===== config.mk =====
export PLATFORM = sky130hd
export DESIGN_NAME = banded_step_valve_controller_unit
export DESIGN_NICKNAME = d
export VERILOG_FILES = /design/src/design/bsvc_pkg.sv /design/src/design/bsvc_step.sv /design/src/design/banded_step_valve_controller_unit.sv
export SDC_FILE = /design/constraint.sdc
export NUM_CORES = 1
export LEC_CHECK = 0
export BUFFER_PORTS_ARGS = -buffer_cell sky130_fd_sc_hd__buf_2
export CORE_ASPECT_RATIO = 0.5
export CORE_MARGIN = 8
export CORE_UTILIZATION = 56
export DETAILED_ROUTE_END_ITERATION = 8
export HOLD_SLACK_MARGIN = 0.02
export PLACE_DENSITY = 0.74
export SYNTH_ARGS = -nofsm -noshare
export SYNTH_HDL_FRONTEND = slang
export SYNTH_SLANG_ARGS = --single-unit

===== constraint.sdc =====
create_clock -name aclk -period 24.9 [get_ports aclk]
set_input_delay 1.245 -clock aclk [delete_from_list [all_inputs] [get_ports aclk]]
set_output_delay 1.245 -clock aclk [all_outputs]
set_load 0.1 [all_outputs]

===== src/design/bsvc_pkg.sv =====
// package for the banded step valve controller
// types, register map, speed and action codes, divide-by-100 constants; no dependencies
package bsvc_pkg;

    // speed band codes
    localparam logic [2:0] SPD_IDLE   = 3'd0;
    localparam logic [2:0] SPD_HALT   = 3'd1;
    localparam logic [2:0] SPD_SLOW   = 3'd2;
    localparam logic [2:0] SPD_MEDIUM = 3'd3;
    localparam logic [2:0] SPD_FAST   = 3'd4;

    // request kinds
    localparam logic [1:0] ACT_TICK   = 2'd0;
    localparam logic [1:0] ACT_MANUAL = 2'd1;
    localparam logic [1:0] ACT_CLOSE  = 2'd2;

    // register indexes
    localparam logic [2:0] REG_TARGET_FLOW    = 3'd0;
    localparam logic [2:0] REG_AUTO_ENABLE    = 3'd1;
    localparam logic [2:0] REG_HALT_BAND      = 3'd2;
    localparam logic [2:0] REG_MEDIUM_BAND    = 3'd3;
    localparam logic [2:0] REG_FAST_BAND      = 3'd4;
    localparam logic [2:0] REG_STEP_SIZE      = 3'd5;
    localparam logic [2:0] REG_TRAVEL_TIME_MS = 3'd6;
    localparam logic [2:0] REG_REVERSE_SENSE  = 3'd7;

    localparam logic [6:0]  POS_MAX      = 7'd100;
    localparam logic [7:0]  TICKS_MAX    = 8'd255;
    localparam logic [15:0] TRAVEL_RESET = 16'd4000;
    localparam logic [6:0]  STEP_RESET   = 7'd1;

    // x / 100 == (x * DIV100_RECIP) >> DIV100_SHIFT, exact for x < 2^23
    localparam int          DIV100_SHIFT = 30;
    localparam logic [23:0] DIV100_RECIP = 24'd10737419;

    typedef struct packed {
        logic [15:0] target_flow;
        logic        auto_enable;
        logic [15:0] halt_band;
        logic [15:0] medium_band;
        logic [15:0] fast_band;
        logic [6:0]  step_size;
        logic [15:0] travel_time_ms;
        logic        reverse_sense;
    } cfg_t;

    typedef struct packed {
        logic [6:0] valve_position;
        logic [7:0] in_band_count;
        logic [7:0] ticks_since_step;
        logic [2:0] current_speed;
    } state_t;

    typedef struct packed {
        logic [6:0] position;
        logic [2:0] speed_band;
        logic       locked;
        logic       move;
        logic       opening;
        logic [6:0] change;
    } step_res_t;

endpackage


===== src/design/bsvc_step.sv =====
// next-state and result logic for one request of the valve controller
// depends on bsvc_pkg
module bsvc_step #(
    parameter logic [7:0] FAST_PACE    = 8'd1,
    parameter logic [7:0] MEDIUM_PACE  = 8'd3,
    parameter logic [7:0] SLOW_PACE    = 8'd8,
    parameter logic [7:0] LOCK_CONFIRM = 8'd5
) (
    input  bsvc_pkg::cfg_t      cfg,
    input  bsvc_pkg::state_t    st,
    input  logic [1:0]          action,
    input  logic [15:0]         flow_sample,
    input  logic                link_ok,
    input  logic [6:0]          requested_position,
    output bsvc_pkg::state_t    st_next,
    output bsvc_pkg::step_res_t res
);
    import bsvc_pkg::*;

    logic        pos_err;
    logic [15:0] mag;
    logic [7:0]  ticks_inc;
    logic [7:0]  pace;
    logic [2:0]  band;
    logic        up;
    logic [7:0]  up_sum;
    logic [6:0]  step_pos;
    logic [6:0]  manual_pos;
    logic [6:0]  goal;
    logic        do_goto;

    always_comb begin
        pos_err   = cfg.target_flow > flow_sample;
        mag       = pos_err ? (cfg.target_flow - flow_sample) : (flow_sample - cfg.target_flow);
        ticks_inc = (st.ticks_since_step < TICKS_MAX) ? (st.ticks_since_step + 8'd1)
                                                      : st.ticks_since_step;
        if (mag > cfg.fast_band) begin
            band = SPD_FAST;
            pace = FAST_PACE;
        end else if (mag > cfg.medium_band) begin
            band = SPD_MEDIUM;
            pace = MEDIUM_PACE;
        end else begin
            band = SPD_SLOW;
            pace = SLOW_PACE;
        end
        up       = pos_err != cfg.reverse_sense;
        up_sum   = {1'b0, st.valve_position} + {1'b0, cfg.step_size};
        if (up) begin
            step_pos = (up_sum > {1'b0, POS_MAX}) ? POS_MAX : up_sum[6:0];
        end else begin
            step_pos = (cfg.step_size >= st.valve_position) ? 7'd0
                                                            : (st.valve_position - cfg.step_size);
        end
        manual_pos = (requested_position > POS_MAX) ? POS_MAX : requested_position;
    end

    always_comb begin
        st_next     = st;
        goal        = st.valve_position;
        do_goto     = 1'b0;
        res.move    = 1'b0;
        res.opening = 1'b0;
        res.change  = 7'd0;
        case (action)
            ACT_TICK: begin
                if (!cfg.auto_enable || !link_ok) begin
                    st_next.current_speed = SPD_IDLE;
                end else begin
                    st_next.ticks_since_step = ticks_inc;
                    if (mag <= cfg.halt_band) begin
                        st_next.current_speed = SPD_HALT;
                        if (st.in_band_count < LOCK_CONFIRM) begin
                            st_next.in_band_count = st.in_band_count + 8'd1;
                        end
                    end else begin
                        st_next.in_band_count = 8'd0;
                        st_next.current_speed = band;
                        if (ticks_inc >= pace) begin
                            st_next.ticks_since_step = 8'd0;
                            goal    = step_pos;
                            do_goto = 1'b1;
                        end
                    end
                end
            end
            ACT_MANUAL: begin
                goal    = manual_pos;
                do_goto = 1'b1;
            end
            ACT_CLOSE: begin
                // full travel always, even when already closed
                st_next.valve_position = 7'd0;
                res.move   = 1'b1;
                res.change = POS_MAX;
            end
            default: begin
            end
        endcase

        if (do_goto && goal != st.valve_position) begin
            res.move               = 1'b1;
            res.opening            = goal > st.valve_position;
            res.change             = (goal > st.valve_position) ? (goal - st.valve_position)
                                                                : (st.valve_position - goal);
            st_next.valve_position = goal;
        end

        res.position   = st_next.valve_position;
        res.speed_band = st_next.current_speed;
        res.locked     = cfg.auto_enable && (st_next.in_band_count >= LOCK_CONFIRM);
    end

endmodule


===== src/design/banded_step_valve_controller_unit.sv =====
// top level of the banded step valve controller: apb registers, state, two-stage pipeline
// depends on bsvc_pkg and bsvc_step

// The controller tracks a valve opening of 0..100 percent and answers every
// request with exactly one result. A request's kind travels in s_tuser: a
// control tick (uses flow sample and link flag), a manual position request
// (saturated to 100) or a force close. Results carry position, speed band,
// lock, move, direction and the drive time |change| * travel_time_ms / 100.
// One request is taken every clock cycle while the result side keeps up; a
// result passes through the stage-one register and then the result register,
// where it is presented and held until taken. With the result side stalled the
// two stages hold two requests and s_tready drops. Stage one updates the valve
// state and forms the product of the position change and the full travel
// time; stage two divides that product by 100 through a reciprocal multiply
// into the result register.
// Registers sit on an apb port at byte address 4*index and must be written
// only while no request is in flight; writing target_flow or auto_enable
// clears the lock and pacing counters.
module banded_step_valve_controller_unit #(
    parameter logic [7:0] FAST_PACE    = 8'd1,
    parameter logic [7:0] MEDIUM_PACE  = 8'd3,
    parameter logic [7:0] SLOW_PACE    = 8'd8,
    parameter logic [7:0] LOCK_CONFIRM = 8'd5
) (
    input  logic        aclk,
    input  logic        aresetn,

    // register port
    input  logic        psel,
    input  logic        penable,
    input  logic        pwrite,
    input  logic [4:0]  paddr,
    input  logic [31:0] pwdata,
    output logic [31:0] prdata,
    output logic        pready,

    // request channel
    input  logic        s_tvalid,
    output logic        s_tready,
    input  logic [23:0] s_tdata,   // flow_sample[15:0], link_ok[16], requested_position[23:17]
    input  logic [1:0]  s_tuser,   // action[1:0]

    // result channel
    output logic        m_tvalid,
    input  logic        m_tready,
    output logic [31:0] m_tdata    // position[6:0], speed_band[9:7], locked[10], move[11],
                                   // opening[12], run_time_ms[28:13], zero[31:29]
);
    import bsvc_pkg::*;

    cfg_t      cfg_reg;
    state_t    st_reg;
    state_t    st_next;
    step_res_t step_res;

    // stage one: state result and run-time product
    logic        mid_valid_reg;
    step_res_t   mid_res_reg;
    logic [22:0] mid_prod_reg;

    // stage two: result register
    logic        out_valid_reg;
    logic [31:0] out_data_reg;

    logic        cfg_write;
    logic [2:0]  cfg_index;
    logic        s_accept;
    logic        mid_adv;
    logic [46:0] recip_prod;
    logic [15:0] run_time;

    assign pready    = 1'b1;
    assign cfg_write = psel && penable && pwrite;
    assign cfg_index = paddr[4:2];

    // register readback
    always_comb begin
        prdata = 32'd0;
        case (cfg_index)
            REG_TARGET_FLOW:    prdata = {16'd0, cfg_reg.target_flow};
            REG_AUTO_ENABLE:    prdata = {31'd0, cfg_reg.auto_enable};
            REG_HALT_BAND:      prdata = {16'd0, cfg_reg.halt_band};
            REG_MEDIUM_BAND:    prdata = {16'd0, cfg_reg.medium_band};
            REG_FAST_BAND:      prdata = {16'd0, cfg_reg.fast_band};
            REG_STEP_SIZE:      prdata = {25'd0, cfg_reg.step_size};
            REG_TRAVEL_TIME_MS: prdata = {16'd0, cfg_reg.travel_time_ms};
            REG_REVERSE_SENSE:  prdata = {31'd0, cfg_reg.reverse_sense};
            default:            prdata = 32'd0;
        endcase
    end

    // pipeline flow control: each stage moves when the one after it has room
    assign mid_adv  = mid_valid_reg && (!out_valid_reg || m_tready);
    assign s_tready = !mid_valid_reg || mid_adv;
    assign s_accept = s_tvalid && s_tready;

    bsvc_step #(
        .FAST_PACE    (FAST_PACE),
        .MEDIUM_PACE  (MEDIUM_PACE),
        .SLOW_PACE    (SLOW_PACE),
        .LOCK_CONFIRM (LOCK_CONFIRM)
    ) u_step (
        .cfg                (cfg_reg),
        .st                 (st_reg),
        .action             (s_tuser),
        .flow_sample        (s_tdata[15:0]),
        .link_ok            (s_tdata[16]),
        .requested_position (s_tdata[23:17]),
        .st_next            (st_next),
        .res                (step_res)
    );

    // configuration and controller state
    always_ff @(posedge aclk) begin
        if (!aresetn) begin
            cfg_reg.target_flow    <= 16'd0;
            cfg_reg.auto_enable    <= 1'b0;
            cfg_reg.halt_band      <= 16'd0;
            cfg_reg.medium_band    <= 16'd0;
            cfg_reg.fast_band      <= 16'd0;
            cfg_reg.step_size      <= STEP_RESET;
            cfg_reg.travel_time_ms <= TRAVEL_RESET;
            cfg_reg.reverse_sense  <= 1'b0;
            st_reg.valve_position   <= 7'd0;
            st_reg.in_band_count    <= 8'd0;
            st_reg.ticks_since_step <= 8'd0;
            st_reg.current_speed    <= SPD_IDLE;
        end else if (cfg_write) begin
            case (cfg_index)
                REG_TARGET_FLOW: begin
                    cfg_reg.target_flow     <= pwdata[15:0];
                    st_reg.in_band_count    <= 8'd0;
                    st_reg.ticks_since_step <= 8'd0;
                end
                REG_AUTO_ENABLE: begin
                    cfg_reg.auto_enable     <= pwdata[0];
                    st_reg.in_band_count    <= 8'd0;
                    st_reg.ticks_since_step <= 8'd0;
                    if (!pwdata[0]) begin
                        st_reg.current_speed <= SPD_IDLE;
                    end
                end
                REG_HALT_BAND:      cfg_reg.halt_band      <= pwdata[15:0];
                REG_MEDIUM_BAND:    cfg_reg.medium_band    <= pwdata[15:0];
                REG_FAST_BAND:      cfg_reg.fast_band      <= pwdata[15:0];
                REG_STEP_SIZE:      cfg_reg.step_size      <= pwdata[6:0];
                REG_TRAVEL_TIME_MS: cfg_reg.travel_time_ms <= pwdata[15:0];
                REG_REVERSE_SENSE:  cfg_reg.reverse_sense  <= pwdata[0];
                default: begin
                end
            endcase
        end else if (s_accept) begin
            st_reg <= st_next;
        end
    end

    // stage one valid
    always_ff @(posedge aclk) begin
        if (!aresetn) begin
            mid_valid_reg <= 1'b0;
        end else if (s_tready) begin
            mid_valid_reg <= s_tvalid;
        end
    end

    // stage one payload: change times full travel, at most 100 * 65535
    always_ff @(posedge aclk) begin
        if (s_accept) begin
            mid_res_reg  <= step_res;
            mid_prod_reg <= {16'd0, step_res.change} * {7'd0, cfg_reg.travel_time_ms};
        end
    end

    // divide by 100 via reciprocal
    assign recip_prod = {24'd0, mid_prod_reg} * {23'd0, DIV100_RECIP};
    assign run_time   = recip_prod[DIV100_SHIFT +: 16];

    // result register
    always_ff @(posedge aclk) begin
        if (!aresetn) begin
            out_valid_reg <= 1'b0;
        end else if (mid_adv) begin
            out_valid_reg <= 1'b1;
        end else if (m_tready) begin
            out_valid_reg <= 1'b0;
        end
    end

    always_ff @(posedge aclk) begin
        if (mid_adv) begin
            out_data_reg <= {3'd0, run_time, mid_res_reg.opening, mid_res_reg.move,
                             mid_res_reg.locked, mid_res_reg.speed_band, mid_res_reg.position};
        end
    end

    assign m_tvalid = out_valid_reg;
    assign m_tdata  = out_data_reg;

endmodule

==> reports/results.ini <==
[floorplan]
die_h_um=163.5
initial_core_util_pct=56.37
die_area_sq_mm=0.05087
io_pins=137
die_w_um=311.1
placementRows=54
core_area_sq_mm=0.04324

[global_routing]
grt_start_max_net_pins=117
grt_pass1_wl_um=98850
grt_pass1_vias=19230
grt_overflow=0
antenna_found_initial=0
track_usage_pct=23.81

[critical_path]
ff2ff_setup_slack_ns=9.54
crit_path_end_kind=register
startpoint_type=input pin
rr_endpoint=mid_prod_reg[22]$_DFFE_PP_
arrival_ns=16.09
crit_slowest_cell=nor2_1
max_stage_delay_ns=0.81
regToRegStartpoint=cfg_reg[80]$_SDFFE_PN0P_
crit_type=in -> reg
path_delay_family=compound AO/OA/AOI/OAI gates
cp_max_fo=26
critPathRequiredTime_ns=25.10
worst_r2r_path_depth=56
cp_num_buf_inv=7

[min_path]
hold_class=reg -> reg
holdPathStages=0
min_from=mid_res_reg[7]$_SDFFCE_PN0P_
hold_end=m_tdata[12]$_DFFE_PP_

[clock_network]
clk_pin_slew_ns=0.08
hold_buffers=0
h-tree-depth=4
cts_inserted_buffers=17
root_buffer=clkbuf_16
cts_setup_buffers=0
numClockSinks=182
clkLatencyLatePin_ns=0.46
cts.repair.resized=0
cts_max_path_buffers=2
cts_tree=yes

[logic_synthesis]
yosysTopAreaCell=fa_1
synth_commonest_cells=inv_1, ha_1, fa_1
synth_warnings=0
synth.area.top_cells=fa_1, ha_1, dfxtp_1
synth_top_flop_cell=dfxtp_1
synth_top_area_share_pct=22.17
synthArstFlopShare_pct=0
synth_edf_count=65
avgSynthCellArea_sq_um=9.059
synthCells=2691
ys_ff_latch=182
yosysSeqAreaShare_pct=17.62
syn_area_sq_mm=0.02438
post-synth-top-count-cell=inv_1
yosys.cell_types.count=83

[flow_run]
cap_violations=0

[timing]
slew_violations=0
relSlewSlack_pct=18.26
max_clock_freq_ghz=0.06292
grt_setup_unrepaired=no
finalCritPeriodShare_pct=63.82
timing.hold.ws_ns=0.4188
fin_setup_tns_ns=0
fin_crit_ns=15.89
final-setup-viol-count=0
finalClockSkew_ns=0.02598
tightestPinTransition_ns=1.219
hold_violations=0

[layout]
diodes=0
fin_util_pct=59.91
layout-drive-gt1-share_pct=6.756
fin_nets=3470
largest_reg_flops=89
area_growth_pct=6.277
nFillCells=3749

[routing]
drt-wirelength-per-cell_um=17.90
drt-initial-drc-count=1533
viasPerCell=5.603
routed_wl_um=59800
first_pass_iters=5
route.vias.total=18720
detail-route-antenna-nets=0
drc=0

[placement]
port_buffers=98
dp_hpwl_um=48550
place.gp.congestion=0.9404

[status]
status=complete, no violations

-- stage by stage --
stage                     std cells  cell area, sq um  setup WS [ns]
after global routing           3341             25910          8.052
after floorplan                2709             24440          11.21
after CTS                      3341             25910          9.176
after global placement         3309             25310          8.930
final                          3341             25910          9.008
after detailed placement       3309             25310          8.700
-- worst max-delay path by stage --
stage,start,end,slack [ns],cells past startpoint
after floorplan,s_tdata[13],mid_prod_reg[22]$_DFFE_PP_,11.21,57
after global placement,s_tdata[8],mid_prod_reg[22]$_DFFE_PP_,8.93,58
after detailed placement,s_tdata[7],mid_prod_reg[22]$_DFFE_PP_,8.70,58
after CTS,s_tdata[7],mid_prod_reg[22]$_DFFE_PP_,9.18,58
after global routing,s_tdata[7],mid_prod_reg[22]$_DFFE_PP_,8.05,58
final,s_tdata[7],mid_prod_reg[22]$_DFFE_PP_,9.01,58
-- final cells by class --
cell class	count	area (sq um)	share of cell area (%)
repair buffers	108	565.5	2.183
clock inverters	13	155.1	0.5989
inverters	516	1937	7.476
multi-input cells	1915	17780	68.62
flip-flops and latches	182	4294	16.57
clock buffers	19	442.9	1.710
well taps	588	735.7	2.840
-- cells by family (layout without fill, tap and decap cells) --
group                    count (synthesis)  in the layout  share of synthesized area [%]
AND/OR/NAND/NOR                        662            662                          12.85
adder cells (fa/ha/maj)                660            660                          42.19
buffers and inverters                  612            656                          9.855
AO/OA/AOI/OAI                          458            458                          12.88
flip-flops                             182            182                          17.62
XOR/XNOR                                63             63                          2.294
multiplexers                            52             52                          2.284
other                                    2             20                        0.03081
-- per-layer routing --
metal  wire length (um)  part of all wire, %  global-route usage [%]  vias to the layer above
li1                   -                    -                       -                     8932
met1              26470                   44                   31.03                     9156
met2              28760                   48                   42.06                      553
met3               3188                  5.3                   2.918                       79
met4               1383                  2.3                   6.278                        0
met5                  0                    0                       0                        -
-- cell usage in the layout, fill, tap and decap left out, types with 12 or more instances in the layout --
master	n
a21boi_0	84
a21o_1	46
a21oi_1	90
a221oi_1	15
a31oi_1	16
and2_1	52
and3_1	13
buf_2	98
clkbuf_16	17
conb_1	20
dfxtp_1	117
edfxtp_1	65
fa_1	270
ha_1	390
inv_1	514
mux2i_1	41
nand2_1	267
nand2b_1	12
nand3_1	46
nand4_1	21
nor2_1	124
nor2b_1	33
nor3_1	26
o211ai_1	12
o21a_1	19
o21ai_0	67
o22ai_1	18
or2_2	15
or3_1	12
xnor2_1	45
xor2_1	17
Power is left out: the tool's default activity adds up to more than one toggle a clock period on the data nets, which glitch-free logic cannot reach.
